==> src/rtl/power_button_sequencer_macros.svh <==
// assertion macros for the power button sequencer
`ifndef POWER_BUTTON_SEQUENCER_MACROS_SVH
`define POWER_BUTTON_SEQUENCER_MACROS_SVH

`ifndef SYNTH

// property that holds at every clock edge out of reset
`define PBS_ASSERT(lbl, prop, msg) \
  lbl: assert property (@(posedge clk_i) disable iff (!rst_ni) (prop)) else $error(msg);

// consequent that holds in the cycle after the antecedent
`define PBS_ASSERT_NEXT(lbl, ante, cons, msg) \
  lbl: assert property (@(posedge clk_i) disable iff (!rst_ni) (ante) |=> (cons)) \
    else $error(msg);

`else

`define PBS_ASSERT(lbl, prop, msg)

`define PBS_ASSERT_NEXT(lbl, ante, cons, msg)

`endif

`endif

==> src/rtl/pbs_pkg.sv <==
// types, constants and helpers for the power button sequencer
package pbs_pkg;

  // sequencer states, one-hot
  typedef enum logic [6:0] {
    ST_IDLE      = 7'b000_0001,
    ST_ON_START  = 7'b000_0010,
    ST_ON_WAIT   = 7'b000_0100,
    ST_ON        = 7'b000_1000,
    ST_OFF_START = 7'b001_0000,
    ST_OFF_WAIT  = 7'b010_0000,
    ST_OFF       = 7'b100_0000
  } seq_state_e;

  // state codes as reported on the result beat
  localparam logic [2:0] CODE_IDLE      = 3'd0;
  localparam logic [2:0] CODE_ON_START  = 3'd1;
  localparam logic [2:0] CODE_ON_WAIT   = 3'd2;
  localparam logic [2:0] CODE_ON        = 3'd3;
  localparam logic [2:0] CODE_OFF_START = 3'd4;
  localparam logic [2:0] CODE_OFF_WAIT  = 3'd5;
  localparam logic [2:0] CODE_OFF       = 3'd6;

  typedef enum logic [1:0] {
    LED_OFF   = 2'd0,
    LED_ON    = 2'd1,
    LED_FLASH = 2'd2
  } led_mode_e;

  // register indexes
  localparam logic [2:0] REG_PRESCALE_RELOAD = 3'd0;
  localparam logic [2:0] REG_FLASH_RELOAD    = 3'd1;
  localparam logic [2:0] REG_START_TIMEOUT   = 3'd2;
  localparam logic [2:0] REG_STOP_TIMEOUT    = 3'd3;
  localparam logic [2:0] REG_TURN_OFF_DELAY  = 3'd4;

  // register reset values
  localparam logic [15:0] RST_PRESCALE_RELOAD = 16'd50000;
  localparam logic [15:0] RST_FLASH_RELOAD    = 16'd50000;
  localparam logic [7:0]  RST_START_TIMEOUT   = 8'd200;
  localparam logic [7:0]  RST_STOP_TIMEOUT    = 8'd200;
  localparam logic [7:0]  RST_TURN_OFF_DELAY  = 8'd8;

  function automatic logic [2:0] seq_code(seq_state_e s);
    logic [2:0] c;
    case (s)
      ST_IDLE:      c = CODE_IDLE;
      ST_ON_START:  c = CODE_ON_START;
      ST_ON_WAIT:   c = CODE_ON_WAIT;
      ST_ON:        c = CODE_ON;
      ST_OFF_START: c = CODE_OFF_START;
      ST_OFF_WAIT:  c = CODE_OFF_WAIT;
      ST_OFF:       c = CODE_OFF;
      default:      c = CODE_IDLE;
    endcase
    return c;
  endfunction

endpackage

==> src/rtl/power_button_sequencer.sv <==
// power button sequencer top level: filter, timers, sequencer, led drive
//
//  channel   dir  handshake               payload
//  s_axis    in   s_axis_tvalid/tready    tick: button_level, running_level
//  m_axis    out  m_axis_tvalid/tready    led_on, relay_on, shutdown_request, state
//  apb       in   psel/penable/pready     five timing registers at 4*i
//
// one tick beat in, one result beat out
// the whole tick update is one pass of logic from the state registers into
// the state and result registers; the result beat shows up the cycle after
// its tick is taken, and a new tick enters in the same cycle the previous
// result leaves, so ticks flow every cycle; with m_axis_tready low and the
// result register full the tick input stalls until the result is taken
// reset is asynchronous, active low, and gives idle with all drives off
`include "power_button_sequencer_macros.svh"

module power_button_sequencer (
  input  logic        clk_i,
  input  logic        rst_ni,
  // tick stream
  input  logic        s_axis_tvalid,
  output logic        s_axis_tready,
  input  logic [7:0]  s_axis_tdata,   // [0] button_level, [1] running_level
  // result stream
  output logic        m_axis_tvalid,
  input  logic        m_axis_tready,
  output logic [7:0]  m_axis_tdata,   // [0] led_on, [1] relay_on, [2] shutdown_request,
                                      // [5:3] sequence_state
  // configuration
  input  logic        psel,
  input  logic        penable,
  input  logic        pwrite,
  input  logic [4:0]  paddr,
  input  logic [31:0] pwdata,
  output logic [31:0] prdata,
  output logic        pready
);

  // configuration registers
  logic [15:0] prescale_reload_q;
  logic [15:0] flash_reload_q;
  logic [7:0]  start_timeout_q;
  logic [7:0]  stop_timeout_q;
  logic [7:0]  turn_off_delay_q;

  // sequencer state
  pbs_pkg::seq_state_e state_q, state_d;
  pbs_pkg::led_mode_e  mode_q, mode_d;
  logic        led_q, led_d;
  logic        relay_q, relay_d;
  logic        shdn_q, shdn_d;
  logic [15:0] flash_cnt_q, flash_cnt_d;
  logic [15:0] presc_cnt_q, presc_cnt_d;
  logic [7:0]  off_cnt_q, off_cnt_d;
  logic        btn_prev_q;
  logic        run_prev_q;

  // result register
  logic        out_valid_q;
  logic [7:0]  out_data_q;

  logic        in_fire;
  logic        cfg_wr;
  logic [2:0]  cfg_idx;
  logic        btn;
  logic        run;
  logic        pressed;
  logic        running;

  // ---------------------------------------------------------------------------
  // apb port: always ready, register index from the word address
  // ---------------------------------------------------------------------------
  assign pready  = 1'b1;
  assign cfg_idx = paddr[4:2];
  assign cfg_wr  = psel & penable & pwrite & pready;

  always_comb begin
    case (cfg_idx)
      pbs_pkg::REG_PRESCALE_RELOAD: prdata = {16'd0, prescale_reload_q};
      pbs_pkg::REG_FLASH_RELOAD:    prdata = {16'd0, flash_reload_q};
      pbs_pkg::REG_START_TIMEOUT:   prdata = {24'd0, start_timeout_q};
      pbs_pkg::REG_STOP_TIMEOUT:    prdata = {24'd0, stop_timeout_q};
      pbs_pkg::REG_TURN_OFF_DELAY:  prdata = {24'd0, turn_off_delay_q};
      default:                      prdata = 32'd0;
    endcase
  end

  // writes beyond the last register fall into the default arm and are dropped
  always_ff @(posedge clk_i or negedge rst_ni) begin
    if (!rst_ni) begin
      prescale_reload_q <= pbs_pkg::RST_PRESCALE_RELOAD;
      flash_reload_q    <= pbs_pkg::RST_FLASH_RELOAD;
      start_timeout_q   <= pbs_pkg::RST_START_TIMEOUT;
      stop_timeout_q    <= pbs_pkg::RST_STOP_TIMEOUT;
      turn_off_delay_q  <= pbs_pkg::RST_TURN_OFF_DELAY;
    end else if (cfg_wr) begin
      case (cfg_idx)
        pbs_pkg::REG_PRESCALE_RELOAD: prescale_reload_q <= pwdata[15:0];
        pbs_pkg::REG_FLASH_RELOAD:    flash_reload_q    <= pwdata[15:0];
        pbs_pkg::REG_START_TIMEOUT:   start_timeout_q   <= pwdata[7:0];
        pbs_pkg::REG_STOP_TIMEOUT:    stop_timeout_q    <= pwdata[7:0];
        pbs_pkg::REG_TURN_OFF_DELAY:  turn_off_delay_q  <= pwdata[7:0];
        default: ;
      endcase
    end
  end

  // ---------------------------------------------------------------------------
  // stream handshake: take a tick whenever the result register is free or
  // is being emptied in this same cycle
  // ---------------------------------------------------------------------------
  assign s_axis_tready = ~out_valid_q | m_axis_tready;
  assign in_fire       = s_axis_tvalid & s_axis_tready;
  assign m_axis_tvalid = out_valid_q;
  assign m_axis_tdata  = out_data_q;

  // ---------------------------------------------------------------------------
  // one tick of the sequencer
  // ---------------------------------------------------------------------------
  assign btn = s_axis_tdata[0];
  assign run = s_axis_tdata[1];

  // a level is low only when low on this tick and the one before
  assign pressed = ~btn & ~btn_prev_q;
  assign running = ~(~run & ~run_prev_q);

  always_comb begin
    state_d     = state_q;
    mode_d      = mode_q;
    led_d       = led_q;
    relay_d     = relay_q;
    shdn_d      = shdn_q;
    flash_cnt_d = flash_cnt_q;
    presc_cnt_d = presc_cnt_q;
    off_cnt_d   = off_cnt_q;

    // timers first: flash counter counts down to zero, off timer is prescaled
    if (flash_cnt_q != 16'd0) begin
      flash_cnt_d = flash_cnt_q - 16'd1;
    end
    if (off_cnt_q != 8'd0) begin
      if (presc_cnt_q != 16'd0) begin
        presc_cnt_d = presc_cnt_q - 16'd1;
      end else begin
        presc_cnt_d = prescale_reload_q;
        off_cnt_d   = off_cnt_q - 8'd1;
      end
    end

    // sequencer sees the off timer after this tick's decrement
    case (state_q)
      pbs_pkg::ST_IDLE: begin
        if (pressed) state_d = pbs_pkg::ST_ON_START;
      end
      pbs_pkg::ST_ON_START: begin
        // button released: power up and wait for feedback
        if (!pressed) begin
          mode_d    = pbs_pkg::LED_FLASH;
          relay_d   = 1'b1;
          off_cnt_d = start_timeout_q;
          state_d   = pbs_pkg::ST_ON_WAIT;
        end
      end
      pbs_pkg::ST_ON_WAIT: begin
        if (off_cnt_d == 8'd0) begin
          mode_d    = pbs_pkg::LED_OFF;
          relay_d   = 1'b0;
          shdn_d    = 1'b0;
          off_cnt_d = 8'd0;
          state_d   = pbs_pkg::ST_IDLE;
        end else if (running) begin
          off_cnt_d = 8'd0;
          mode_d    = pbs_pkg::LED_ON;
          state_d   = pbs_pkg::ST_ON;
        end
      end
      pbs_pkg::ST_ON: begin
        if (pressed) state_d = pbs_pkg::ST_OFF_START;
      end
      pbs_pkg::ST_OFF_START: begin
        // button released: ask the target to shut down
        if (!pressed) begin
          mode_d    = pbs_pkg::LED_FLASH;
          shdn_d    = 1'b1;
          off_cnt_d = stop_timeout_q;
          state_d   = pbs_pkg::ST_OFF_WAIT;
        end
      end
      pbs_pkg::ST_OFF_WAIT: begin
        if (off_cnt_d == 8'd0) begin
          mode_d    = pbs_pkg::LED_OFF;
          relay_d   = 1'b0;
          shdn_d    = 1'b0;
          off_cnt_d = 8'd0;
          state_d   = pbs_pkg::ST_IDLE;
        end else if (!running) begin
          // feedback gone: hold power for the turn-off delay
          off_cnt_d = turn_off_delay_q;
          state_d   = pbs_pkg::ST_OFF;
        end
      end
      pbs_pkg::ST_OFF: begin
        if (off_cnt_d == 8'd0) begin
          mode_d    = pbs_pkg::LED_OFF;
          relay_d   = 1'b0;
          shdn_d    = 1'b0;
          off_cnt_d = 8'd0;
          state_d   = pbs_pkg::ST_IDLE;
        end
      end
      default: begin
        state_d = pbs_pkg::ST_IDLE;
      end
    endcase

    // led drive follows the mode chosen above
    case (mode_d)
      pbs_pkg::LED_ON:  led_d = 1'b1;
      pbs_pkg::LED_OFF: led_d = 1'b0;
      pbs_pkg::LED_FLASH: begin
        if (flash_cnt_d == 16'd0) begin
          led_d       = ~led_q;
          flash_cnt_d = flash_reload_q;
        end
      end
      default: begin
        mode_d = pbs_pkg::LED_OFF;
        led_d  = 1'b0;
      end
    endcase
  end

  always_ff @(posedge clk_i or negedge rst_ni) begin
    if (!rst_ni) begin
      state_q     <= pbs_pkg::ST_IDLE;
      mode_q      <= pbs_pkg::LED_OFF;
      led_q       <= 1'b0;
      relay_q     <= 1'b0;
      shdn_q      <= 1'b0;
      flash_cnt_q <= 16'd0;
      presc_cnt_q <= 16'd0;
      off_cnt_q   <= 8'd0;
      btn_prev_q  <= 1'b1;
      run_prev_q  <= 1'b1;
    end else if (in_fire) begin
      state_q     <= state_d;
      mode_q      <= mode_d;
      led_q       <= led_d;
      relay_q     <= relay_d;
      shdn_q      <= shdn_d;
      flash_cnt_q <= flash_cnt_d;
      presc_cnt_q <= presc_cnt_d;
      off_cnt_q   <= off_cnt_d;
      btn_prev_q  <= btn;
      run_prev_q  <= run;
    end
  end

  // result register: valid flag under reset, payload loaded per beat
  always_ff @(posedge clk_i or negedge rst_ni) begin
    if (!rst_ni) begin
      out_valid_q <= 1'b0;
    end else if (in_fire) begin
      out_valid_q <= 1'b1;
    end else if (m_axis_tready) begin
      out_valid_q <= 1'b0;
    end
  end

  always_ff @(posedge clk_i) begin
    if (in_fire) begin
      out_data_q <= {2'b00, pbs_pkg::seq_code(state_d), shdn_d, relay_d, led_d};
    end
  end

  // ---------------------------------------------------------------------------
  // assertions
  // ---------------------------------------------------------------------------
  `PBS_ASSERT(a_relay_state, relay_q == !(state_q == pbs_pkg::ST_IDLE || state_q == pbs_pkg::ST_ON_START), "relay drive does not match sequencer state")
  `PBS_ASSERT(a_shdn_relay, !shdn_q || relay_q, "shutdown request raised with relay off")
  `PBS_ASSERT_NEXT(a_beat_out, in_fire, m_axis_tvalid, "accepted tick gave no result beat")

endmodule
==> config.mk <==
export PLATFORM = sky130hd
export DESIGN_NAME = power_button_sequencer
export DESIGN_NICKNAME = d
export VERILOG_FILES = /design/src/rtl/pbs_pkg.sv /design/src/rtl/power_button_sequencer.sv
export VERILOG_INCLUDE_DIRS = /design/src /design/src/rtl
export SDC_FILE = /design/constraint.sdc
export NUM_CORES = 1
export LEC_CHECK = 0
export BUFFER_PORTS_ARGS = -buffer_cell sky130_fd_sc_hd__buf_2
export CORE_ASPECT_RATIO = 1.2
export CORE_MARGIN = 5
export CORE_UTILIZATION = 50
export CTS_CLUSTER_SIZE = 20
export DETAILED_ROUTE_END_ITERATION = 8
export GPL_TIMING_DRIVEN = 1
export MAX_ROUTING_LAYER = met4
export PLACE_DENSITY = 0.75
export RECOVER_POWER = 50
export SLEW_MARGIN = 20
export SYNTH_ARGS = -nofsm -noshare
export SYNTH_HDL_FRONTEND = slang
export SYNTH_SLANG_ARGS = --single-unit
==> constraint.sdc <==
create_clock -name clk_i -period 4 [get_ports clk_i]
set_clock_uncertainty 0.2 [all_clocks]
set_input_delay 0.8 -clock clk_i [delete_from_list [all_inputs] [get_ports clk_i]]
set_output_delay 0.8 -clock clk_i [all_outputs]
set_load 0.05 [all_outputs]
==> flow_summary.toml <==
[synthesis]
synthArstFlopShare = 0.9487
synth_area_per_cell_um2 = 9.448
synth-seq-cells = 117
synth_cell_types = 68
yosys_warnings = 0
synth_edf_count = 6
netlist.area_leader.share = 0.3216
syn_inst = 733
synthTopCellsByArea = "dfrtp_1 32%, mux2_2 11%, dfstp_2 8.3%"
synthFlopType = "dfrtp_1"
yosysTopAreaCell = "dfrtp_1"
ys_seq_area_frac = 0.4311
syn-cell-area_um2 = 6925

[sta]
clock.fmax_ghz = 0.2615
hold_viol = 0
slew_headroom = -0.2021
post-route-period-util = 0.9560
tightestPinTransition_ns = 1.803
setup_ws_ns = 0.1760
whs_ns = 0.2651
fin_crit_ns = 3.824
rsz0062_at_grt = "false"
slew_viol_final = 72
setup_viol = 0

[run]
maxCapViolations = 1

[clocking]
postCtsHoldBufs = 0
numClockSinks = 117
clkTransAtPathRegs_ns = 0.05
cts_tree = "done"
cts_root_buf = "clkbuf_16"
clk_latency_ns = 0.42
cts_max_level = 4
cts_buffer_depth = 2
cts_inserted_buffers = 17

[power_and_ir_drop]
swShare = 0.3692
switching_power_w = 0.001829
clock_power_share = 0.294
power_per_cell_area_nw_per_um2 = 620.7
p_leak_nw = 3.446
seqPwrFrac = 0.393
vdd_drop_max_mv = 0.5081
pwr-share-comb = 0.313
internal_power_w = 0.003125
report.power.total_w = 0.004953

[run_status]
status = "finished, violations left"
violations = "capacitance limit, slew limit"

[layout]
n_antenna_cell = 0
drive_above_1_share = 0.2634
multi_input_area_um2 = 3682
regArea_um2 = 2985
nNetsFinal = 851
finalNonFillerCells = 976
fillCellCount = 1163
final_core_util = 0.5824
syn_to_final_growth_pct = 15.23

[detailed_routing]
wl_per_cell_um = 19.47
ant_nets = 0
drt_pass1_iterations = 6
post-route-drc-count = 0
dr_total_vias = 6012
vias_per_cell = 6.160
drtIter0Drc = 492
routed_wl_um = 19000

[floorplan]
rows = 47
core_area_um2 = 13700
start_util = 0.5054
ioPinCount = 95
die-area_um2 = 16310
dieHeight_um = 138.9
chipWidth_um = 117.4

[critical_path]
cp.arrival_ns = 3.92
critPathMaxFanout = 5
setup.worst_path.class = "register to register"
end_kind = "register"
worst-r2r-setup-slack_ns = 0.18
start_kind = "register"
cp_data_required_time_ns = 4.09

[place]
port_buffers = 51
place_inst = 944
routabilityCongestion = 0.9124
preCtsSetupSlack_ns = -0.07610
hpwl_um = 13660

[global_route]
grt_usage = 0.2430
grt_max_degree = 72
grt_pass1_vias = 6053
grt_pass1_wl_um = 31450
antenna_found_initial = 0
grt_overflow_total = 0

[min_path]
worstHoldPathType = "register to register"
## metrics by stage
| step | area (um2) | TNS (ns) |
|---|---|---|
| floorplan | 7028 | 0 |
| global placement | 7417 | -0.01580 |
| CTS | 7981 | 0 |
| global route | 7980 | 0 |
| detailed placement | 7417 | -0.7602 |
| finish | 7980 | 0 |
## worst paths after layout
kind,startpoint,end,depth (start not counted)
worst max-delay path,presc_cnt_q[13],led_q,12
worst min-delay path,btn_prev_q,btn_prev_q,2
worst max register to register,presc_cnt_q[13],led_q,12
worst min register to register,btn_prev_q,btn_prev_q,2
max in group asynchronous,rst_ni,flash_cnt_q[7],2
min in group asynchronous,rst_ni,presc_cnt_q[4],1
## synth_stat cells (7+ instances only)
cell,instances
ha_1,7
or3_1,7
nor4_1,14
nand3_1,11
nor3_1,31
o21ai_0,38
dfstp_2,22
nand2_1,86
inv_1,16
a22oi_1,16
mux2_2,66
clkbuf_1,33
a31oi_1,9
a221oi_1,9
xor2_1,9
nand2b_1,9
dfrtp_1,89
o22ai_1,12
xnor2_1,10
a21oi_1,27
buf_4,19
nor2_1,60
mux2i_1,12
## logic make-up (layout without fill, tap and decap cells)
| group | after synthesis | in the layout | share of synthesized area |
|---|---|---|---|
| other cells | 2 | 19 | 0.001084 |
| xor+xnor | 19 | 19 | 0.02403 |
| fa+ha+maj | 7 | 7 | 0.01265 |
| compound gates | 164 | 164 | 0.1594 |
| flops | 117 | 117 | 0.4311 |
| simple gates | 270 | 270 | 0.1933 |
| buf+inv | 76 | 131 | 0.05384 |
| mux | 78 | 78 | 0.1247 |
## worst max-delay path: stages (launching register included)
cell	delay, ns
dfrtp_1	0.38
or4_4	0.55
or4_4	0.49
or4_4	0.53
mux2i_2	0.21
o2bb2ai_2	0.18
nor2_4	0.08
nor3_2	0.20
o21ai_0	0.11
ha_2	0.23
nor3b_1	0.15
a221oi_1	0.28
o21ai_1	0.10
## registers in the layout, indices dropped and copies added, names as in the netlist, 6 cells and up
register / count
m_axis_tdata: 6
state_q: 7
flash_cnt_q: 16
stop_timeout_q: 8
flash_reload_q: 16
turn_off_delay_q: 8
start_timeout_q: 8
prescale_reload_q: 16
presc_cnt_q: 16
off_cnt_q: 8
## layout by cell type, fill, tap and decap left out, drive strengths merged, types with 14 or more instances in the layout
cell,n
dfrtp,89
nand2,86
buf,72
mux2,66
nor2,61
o21ai,39
clkbuf,33
nor3,32
a21oi,27
dfstp,22
conb,19
inv,16
a22oi,16
nor4,14
## final cells by class
| type | instances | share of cell area |
|---|---|---|
| multi-input combinational | 557 | 0.4614 |
| sequential | 117 | 0.3741 |
| timing repair buffer | 83 | 0.05958 |
| tap | 171 | 0.02681 |
| clock inverter | 10 | 0.01364 |
| clock buffer | 22 | 0.05691 |
| inverter | 16 | 0.007526 |
## metal layers
layer,vias up,track usage,wire (um),part of all wire
met5,-,-,0,0
met4,0,0.1148,796,0.042
met3,60,0.05467,1043,0.055
met2,227,0.3799,9288,0.49
met1,2952,0.2988,7875,0.41
li1,2773,-,-,-
## power by group through the flow
stage	logic (W)	clock network (W)	registers, W
detailed placement	0.00153	0	0.00195
floorplan	0.00122	0	0.00181
global placement	0.00149	0	0.00193
CTS	0.00154	0.00147	0.00194
global route	0.00172	0.00153	0.00200
finish	0.00155	0.00145	0.00195
## what timing repair did
action,in CTS,in global routing
gates resized for setup,1,5
setup endpoints to repair,16,17
pin swaps,0,3
cloned,0,0
buffers inserted,0,0
hold endpoints to repair,0,0
(Power assumes the default switching activity.)
